--- src/grfc_pkg.sv ---
`timescale 1ns / 1ps
// Shared types, constants and helpers for the gauge reply frame checker.
// No dependencies; imported by gauge_reply_frame_checker_top.
package grfc_pkg;

    localparam int CAPTURE_BYTES = 24;
    localparam int CAP_IDX_W     = $clog2(CAPTURE_BYTES);

    localparam logic [7:0]  FRAME_MIN   = 8'd3;
    localparam logic [7:0]  FRAME_FULL  = 8'd25;
    localparam logic [7:0]  COUNT_MAX   = 8'd255;
    localparam logic [7:0]  SUM_START   = 8'd2;

    localparam logic [31:0] SENTINEL_A  = 32'h7FA0_0000;
    localparam logic [31:0] SENTINEL_B  = 32'hFFFF_FF00;
    localparam logic [31:0] TINY_BITS   = 32'h3727_C5AC;  // 0.00001f

    localparam logic REG_UNIT_ADDRESS = 1'b0;
    localparam logic REG_ERROR_LIMIT  = 1'b1;

    localparam logic CMD_BYTE    = 1'b0;
    localparam logic CMD_TIMEOUT = 1'b1;

    typedef enum logic [1:0] {
        OUTCOME_OK       = 2'd0,
        OUTCOME_CHECKSUM = 2'd1,
        OUTCOME_FIELD    = 2'd2,
        OUTCOME_TIMEOUT  = 2'd3
    } outcome_t;

    // First member lands in the top bits of the packed word.
    typedef struct packed {
        logic        alarm;
        logic [7:0]  error_count;
        logic [15:0] gauge_status;
        logic [31:0] water_level_bits;
        logic [31:0] density_bits;
        logic [31:0] temperature_bits;
        logic [31:0] product_level_bits;
        outcome_t    outcome;
    } result_t;

    localparam int RESULT_W = $bits(result_t);
    localparam int M_DATA_W = ((RESULT_W + 7) / 8) * 8;

    // Fixed byte expected at a frame position; has is low where none applies.
    function automatic logic [8:0] fixed_byte(input logic [7:0] pos);
        logic [8:0] r;
        case (pos)
            8'd0:    r = {1'b1, 8'hB5};
            8'd2:    r = {1'b1, 8'h14};
            8'd4:    r = {1'b1, 8'h01};
            8'd8:    r = {1'b1, 8'h02};
            8'd12:   r = {1'b1, 8'h06};
            8'd16:   r = {1'b1, 8'h08};
            8'd20:   r = {1'b1, 8'hF0};
            default: r = 9'd0;
        endcase
        return r;
    endfunction

    function automatic logic [31:0] value_bits(input logic [7:0] b0,
                                               input logic [7:0] b1,
                                               input logic [7:0] b2);
        logic [31:0] v;
        v = {b2, b1, b0, 8'h00};
        if (v == SENTINEL_A || v == SENTINEL_B)
        begin
            v = TINY_BITS;
        end
        return v;
    endfunction

endpackage

--- src/gauge_reply_frame_checker_top.sv ---
`timescale 1ns / 1ps
// Gauge reply frame checker: byte accumulation, frame check and result register.
// Depends on grfc_pkg.
//
// Usage:
//   s_* carries one request per byte: s_tdata[7:0] is the received byte,
//   s_tuser is 0 for a byte and 1 for the reply-gap timeout that ends a frame.
//   Each timeout request produces one result on m_*; byte requests produce none.
//   m_tdata (160 bits) packs outcome, four float patterns, gauge status,
//   error count and alarm. cfg_we/cfg_index/cfg_wdata write unit_address (0)
//   and error_limit (1); write only while no result is pending.
//   Throughput: one request per cycle while the output is not stalled. Frame state
//   updates in the accepting cycle; the result is registered and shows on m_* in the
//   cycle after the timeout request is accepted.
//   If the receiver stalls, the result holds in the output register and
//   s_tready drops until it is taken; a result taken in the same cycle lets
//   the next request in without a bubble.
//   Reset (rst_n low, async) clears frame state, the failure count, the
//   pending result and the registers back to unit_address 1, error_limit 3.
//   Captured payload bytes are not reset; they are always rewritten before use.
module gauge_reply_frame_checker_top
    import grfc_pkg::*;
(
    input  logic                clk,
    input  logic                rst_n,
    // slave side
    input  logic                s_tvalid,
    output logic                s_tready,
    input  logic [7:0]          s_tdata,   // [7:0] rx_byte
    input  logic                s_tuser,   // [0] cmd
    // master side
    output logic                m_tvalid,
    input  logic                m_tready,
    output logic [M_DATA_W-1:0] m_tdata,   // [1:0] outcome, [33:2] product_level_bits,
                                           // [65:34] temperature_bits, [97:66] density_bits,
                                           // [129:98] water_level_bits, [145:130] gauge_status,
                                           // [153:146] error_count, [154] alarm, rest zero
    // configuration
    input  logic                cfg_we,
    input  logic                cfg_index,
    input  logic [7:0]          cfg_wdata
);

    logic [7:0] unit_address_reg;
    logic [7:0] error_limit_reg;
    logic [7:0] byte_count_reg, byte_count_next;
    logic [7:0] running_sum_reg, running_sum_next;
    logic [7:0] last_byte_reg, last_byte_next;
    logic       field_mismatch_reg, field_mismatch_next;
    logic [7:0] fail_count_reg, fail_count_next;
    logic [7:0] payload_reg [CAPTURE_BYTES];

    logic       out_valid_reg, out_valid_next;
    result_t    out_data_reg, out_data_next;

    logic       accept;
    logic       accept_byte;
    logic       accept_end;
    logic [8:0] want;
    logic [7:0] fail_inc;
    outcome_t   outcome;

    assign s_tready    = !out_valid_reg || m_tready;
    assign accept      = s_tvalid && s_tready;
    assign accept_byte = accept && (s_tuser == CMD_BYTE);
    assign accept_end  = accept && (s_tuser == CMD_TIMEOUT);

    assign m_tvalid = out_valid_reg;
    assign m_tdata  = {{(M_DATA_W - RESULT_W){1'b0}}, out_data_reg};

    assign want = fixed_byte(byte_count_reg);

    // frame classification from the accumulated state
    always_comb
    begin
        if (byte_count_reg < FRAME_MIN)
        begin
            outcome = OUTCOME_TIMEOUT;
        end
        else if (running_sum_reg != last_byte_reg)
        begin
            outcome = OUTCOME_CHECKSUM;
        end
        else if (byte_count_reg < FRAME_FULL || field_mismatch_reg
                 || payload_reg[1] != unit_address_reg)
        begin
            outcome = OUTCOME_FIELD;
        end
        else
        begin
            outcome = OUTCOME_OK;
        end
    end

    assign fail_inc = (fail_count_reg != COUNT_MAX) ? fail_count_reg + 8'd1 : fail_count_reg;

    always_comb
    begin
        byte_count_next     = byte_count_reg;
        running_sum_next    = running_sum_reg;
        last_byte_next      = last_byte_reg;
        field_mismatch_next = field_mismatch_reg;
        fail_count_next     = fail_count_reg;
        out_data_next       = out_data_reg;
        out_valid_next      = out_valid_reg && !m_tready;

        if (accept_byte)
        begin
            if (want[8] && s_tdata != want[7:0])
            begin
                field_mismatch_next = 1'b1;
            end
            // sum covers bytes 1..n-2: add the previous byte once two are in
            if (byte_count_reg >= SUM_START)
            begin
                running_sum_next = running_sum_reg + last_byte_reg;
            end
            last_byte_next = s_tdata;
            if (byte_count_reg != COUNT_MAX)
            begin
                byte_count_next = byte_count_reg + 8'd1;
            end
        end
        else if (accept_end)
        begin
            out_valid_next = 1'b1;
            out_data_next  = '0;
            out_data_next.outcome = outcome;
            if (outcome == OUTCOME_OK)
            begin
                out_data_next.product_level_bits =
                    value_bits(payload_reg[5], payload_reg[6], payload_reg[7]);
                out_data_next.temperature_bits =
                    value_bits(payload_reg[9], payload_reg[10], payload_reg[11]);
                out_data_next.density_bits =
                    value_bits(payload_reg[13], payload_reg[14], payload_reg[15]);
                out_data_next.water_level_bits =
                    value_bits(payload_reg[17], payload_reg[18], payload_reg[19]);
                out_data_next.gauge_status = {payload_reg[22], payload_reg[21]};
                fail_count_next = 8'd0;
            end
            else if (fail_inc >= error_limit_reg)
            begin
                fail_count_next      = error_limit_reg;
                out_data_next.alarm  = 1'b1;
            end
            else
            begin
                fail_count_next = fail_inc;
            end
            out_data_next.error_count = fail_count_next;

            byte_count_next     = 8'd0;
            running_sum_next    = 8'd0;
            last_byte_next      = 8'd0;
            field_mismatch_next = 1'b0;
        end
    end

    always_ff @(posedge clk or negedge rst_n)
    begin
        if (!rst_n)
        begin
            unit_address_reg   <= 8'd1;
            error_limit_reg    <= 8'd3;
            byte_count_reg     <= 8'd0;
            running_sum_reg    <= 8'd0;
            last_byte_reg      <= 8'd0;
            field_mismatch_reg <= 1'b0;
            fail_count_reg     <= 8'd0;
            out_valid_reg      <= 1'b0;
        end
        else
        begin
            if (cfg_we)
            begin
                case (cfg_index)
                    REG_UNIT_ADDRESS: unit_address_reg <= cfg_wdata;
                    REG_ERROR_LIMIT:  error_limit_reg  <= cfg_wdata;
                    default:          ;
                endcase
            end
            byte_count_reg     <= byte_count_next;
            running_sum_reg    <= running_sum_next;
            last_byte_reg      <= last_byte_next;
            field_mismatch_reg <= field_mismatch_next;
            fail_count_reg     <= fail_count_next;
            out_valid_reg      <= out_valid_next;
        end
    end

    // payload capture and result data, no reset
    always_ff @(posedge clk)
    begin
        if (accept_byte && byte_count_reg < CAPTURE_BYTES[7:0])
        begin
            payload_reg[byte_count_reg[CAP_IDX_W-1:0]] <= s_tdata;
        end
        out_data_reg <= out_data_next;
    end

`ifndef SYNTHESIS
    a_end_gives_result: assert property (@(posedge clk) disable iff (!rst_n)
        accept_end |=> m_tvalid && byte_count_reg == 8'd0 && !field_mismatch_reg)
        else $error("frame end did not produce a result or clear frame state");

    a_ok_clears_count: assert property (@(posedge clk) disable iff (!rst_n)
        m_tvalid && out_data_reg.outcome == OUTCOME_OK
        |-> out_data_reg.error_count == 8'd0 && !out_data_reg.alarm)
        else $error("successful frame left a failure count or alarm");

    a_alarm_at_limit: assert property (@(posedge clk) disable iff (!rst_n)
        m_tvalid && out_data_reg.alarm |-> out_data_reg.error_count == error_limit_reg
        && fail_count_reg == error_limit_reg)
        else $error("alarm raised with count not at the limit");

    a_fail_count_bound: assert property (@(posedge clk) disable iff (!rst_n)
        accept_end && outcome != OUTCOME_OK && fail_count_reg < error_limit_reg
        |=> fail_count_reg <= error_limit_reg)
        else $error("failure count passed the limit");
`endif

endmodule
--- config.mk ---
export PLATFORM = sky130hd
export DESIGN_NAME = gauge_reply_frame_checker_top
export DESIGN_NICKNAME = d
export VERILOG_FILES = /design/src/grfc_pkg.sv /design/src/gauge_reply_frame_checker_top.sv
export SDC_FILE = /design/constraint.sdc
export NUM_CORES = 1
export LEC_CHECK = 0
export ABC_AREA = 1
export BUFFER_PORTS_ARGS = -buffer_cell sky130_fd_sc_hd__buf_2
export CAP_MARGIN = 20
export CORE_MARGIN = 5
export CORE_UTILIZATION = 40
export CTS_BUF_LIST = sky130_fd_sc_hd__clkbuf_2 sky130_fd_sc_hd__clkbuf_4 sky130_fd_sc_hd__clkbuf_8
export DETAILED_ROUTE_END_ITERATION = 8
export SYNTH_ARGS = -nofsm -noshare
export SYNTH_HDL_FRONTEND = slang
export SYNTH_SLANG_ARGS = --single-unit
--- constraint.sdc ---
create_clock -name clk -period 7.5 [get_ports clk]
set_clock_uncertainty 0.2 [all_clocks]
set_input_delay 1.125 -clock clk [delete_from_list [all_inputs] [get_ports clk]]
set_output_delay 1.125 -clock clk [all_outputs]
set_load 0.01 [all_outputs]
==> run_results.csv <==
group,metric,value,unit
global_route,grt.total_usage,0.156,
cts,cts.clk_slew.worst_paths,0.06,ns
cts,post-cts-setup-buffer-count,0,
logic_synthesis,synth_edf_count,247,
drt,drt_iter0_drc,492,
min_path,hp-class,"register to register",
floorplan,dieArea,0.0353,mm^2
logic_synthesis,yosysTopAreaCellShare,0.586,
timing,finalSetupViolCount,0,
cells_and_area,final_area,0.0147,mm^2
cts,clockBufferDepth,3,
timing,tightest_slew,0.914,ns
worst_setup_path,crit_type,"register to register",
global_route,grt_pass1_vias,8188,
cells_and_area,drive_gt1_frac,0.202,
floorplan,die_y,188,um
timing,period_share,0.477,
drt,routed_wl,27.9,mm
cts,postCtsHoldBufs,0,
job,maxCapViolations,0,
place,pre_cts_ws,3.49,ns
place,post_dp_cell_area,0.0137,mm^2
worst_setup_path,critical_path.max_fanout,56,
worst_setup_path,crit_required,7.58,ns
drt,drtPass1Iterations,5,
cts,cts_root_buf,"clkbuf_8",
cts,clkLatencyLatePin,0.55,ns
cells_and_area,nets,1369,
pwr,p_total,3.83,mW
place,port_buffers,163,
floorplan,start_util,0.403,
pwr,leakagePower,6.48,nW
global_route,antenna_found_initial,1,
logic_synthesis,async_reset_ff_frac,0.168,
global_route,grt_max_degree,72,
logic_synthesis,ys_types,36,
timing,finalHoldViolations,0,
worst_setup_path,worst_setup_path_start_kind,"register",
global_route,grt_pass1_wl,44.1,mm
logic_synthesis,synth_area_leader_cell,"edfxtp_1",
pwr,power.density,262,mW/mm^2
logic_synthesis,ys_ff_latch,297,
drt,vias,8293,
drt,drc_errors,0,
cells_and_area,fill_cells,2900,
cts,tritoncts,"done",
timing,fin_hold_ws,0.280,ns
cts,numCtsBuffers,48,
timing,rsz0062_at_grt,"no",
drt,avgRoutedWirePerCell,15.8,um
timing,maxSlewViolCount,0,
global_route,gr-total-overflow,0,
timing,min_period,3.58,ns
timing,maxSlewHeadroom,0.390,
worst_setup_path,crit_path_end_kind,"register",
outcome,status,"completed",
cells_and_area,largest_reg_flops,127,
floorplan,io_pins,185,
cells_and_area,n_antenna_cell,0,
place,gp_congestion,0.930,
cells_and_area,area_delta_synth_final,15.8,%
drt,antenna_left,0,
floorplan,coreArea,0.0314,mm^2
drt,post_drt_via_cell_ratio,4.70,
worst_setup_path,arrival,3.66,ns
cts,clock_sinks,297,
logic_synthesis,synth_warnings,0,
logic_synthesis,synth-main-ff-cell,"edfxtp_1",
floorplan,row_count,65,
floorplan,die_w,188,um
logic_synthesis,avgSynthCellArea,11.1,um^2
cts,cts-resized-gates,0,
timing,max_freq,279,MHz
logic_synthesis,synth.area.top_cells,"edfxtp_1 (59%), dfrtp_1 (9.3%), nand2_1 (7.3%), inv_1 (5.0%), nor2_1 (4.4%)",
logic_synthesis,yosysSeqAreaShare,0.685,
cts,htreeDepth,2,
logic_synthesis,syn-cell-area,0.0127,mm^2
timing,worst_slack,3.92,ns
pwr,peakVddDrop,98.3,uV
timing,fin_setup_tns,0,ns
logic_synthesis,syn-instance-count,1140,
place,hpwl,18.9,mm
-- worst paths after layout --
kind,startpoint,end,slack (ns),cells after the start
hold reg to reg,unit_address_reg[5]$_DFFE_PN0P_,unit_address_reg[5]$_DFFE_PN0P_,0.28,2
max in group asynchronous,rst_n,byte_count_reg[1]$_DFFE_PN0P_,6.14,2
setup / recovery,byte_count_reg[4]$_DFFE_PN0P_,m_tdata[21]$_SDFFCE_PP0P_,3.92,12
setup reg to reg,byte_count_reg[4]$_DFFE_PN0P_,m_tdata[21]$_SDFFCE_PP0P_,3.92,12
hold / removal,unit_address_reg[5]$_DFFE_PN0P_,unit_address_reg[5]$_DFFE_PN0P_,0.28,2
min in group asynchronous,rst_n,fail_count_reg[2]$_DFFE_PN0P_,0.50,2
-- critical path: stages, from the launching register on --
cell     delay (ns)
dfrtp_1        0.50
inv_2          0.15
nand2_1        0.06
nor2_1         0.19
nand2_1        0.13
nor2_2         0.22
nor2_4         0.06
nand3_2        0.07
buf_4          0.51
inv_1          0.43
buf_4          0.36
nand2_1        0.31
nor2_1         0.10
-- cell usage in the layout (no fill, tap or decap), types with 3 or more instances in the layout --
cell type	count
a21oi_1	10
buf_2	163
buf_4	6
clkbuf_4	14
clkbuf_8	53
clkinv_1	15
clkinv_2	5
conb_1	21
dfrtp_1	47
dfstp_2	3
edfxtp_1	247
ha_1	20
inv_1	170
inv_2	3
nand2_1	247
nand2_2	3
nand3_1	36
nand4_1	39
nor2_1	147
nor2_2	3
nor2_4	12
nor3_1	17
nor4_1	7
o21ai_0	48
or2_2	3
xor2_1	7
-- cell families after synthesis --
kind of cell,Yosys count,synth area share
flops,297,0.685
fa+ha+maj,21,0.0214
compound gates,66,0.0275
xor+xnor,9,0.00623
simple gates,517,0.178
buf+inv,229,0.0817
other cells,1,0.000296
-- layout make-up --
class,instances,area (um^2),area share
clock buffer,67,835,0.0569
clock inverter,21,98.8,0.00675
inverter,175,657,0.0448
multi-input combinational,634,3030,0.207
sequential,297,8670,0.592
tap,402,503,0.0343
timing repair buffer,169,861,0.0587
-- per-stage QoR --
step / util / std cells
floorplan: - / 1160
global placement: 0.437 / 1677
detailed placement: 0.437 / 1677
CTS: 0.467 / 1765
global route: 0.467 / 1765
finish: 0.467 / 1765
-- Yosys cell counts, types with 10 or more instances --
cell	number
nand2_1	247
nand4_1	39
buf_4	37
a21oi_1	10
nor3_1	17
dfrtp_1	47
edfxtp_1	247
nand3_1	36
nor2_4	11
o21ai_0	48
inv_1	170
nor2_1	147
buf_2	10
ha_1	20
-- per-layer routing --
layer  vias up  track usage  part of all wire
met5         -            0           0.00025
met4         2       0.0457             0.021
met3        49       0.0337             0.063
met2       243        0.263              0.49
met1      3905        0.203              0.43
li1       4094            -                 -
-- where the power goes --
part | total, mW | switching, mW | internal, mW | leakage [nW]
clock | 1.33 | 0.613 | 0.721 | 0.495
combinational | 0.542 | 0.360 | 0.181 | 3.04
sequential | 1.96 | 0.0583 | 1.90 | 2.94
(Power assumes the default switching activity.)
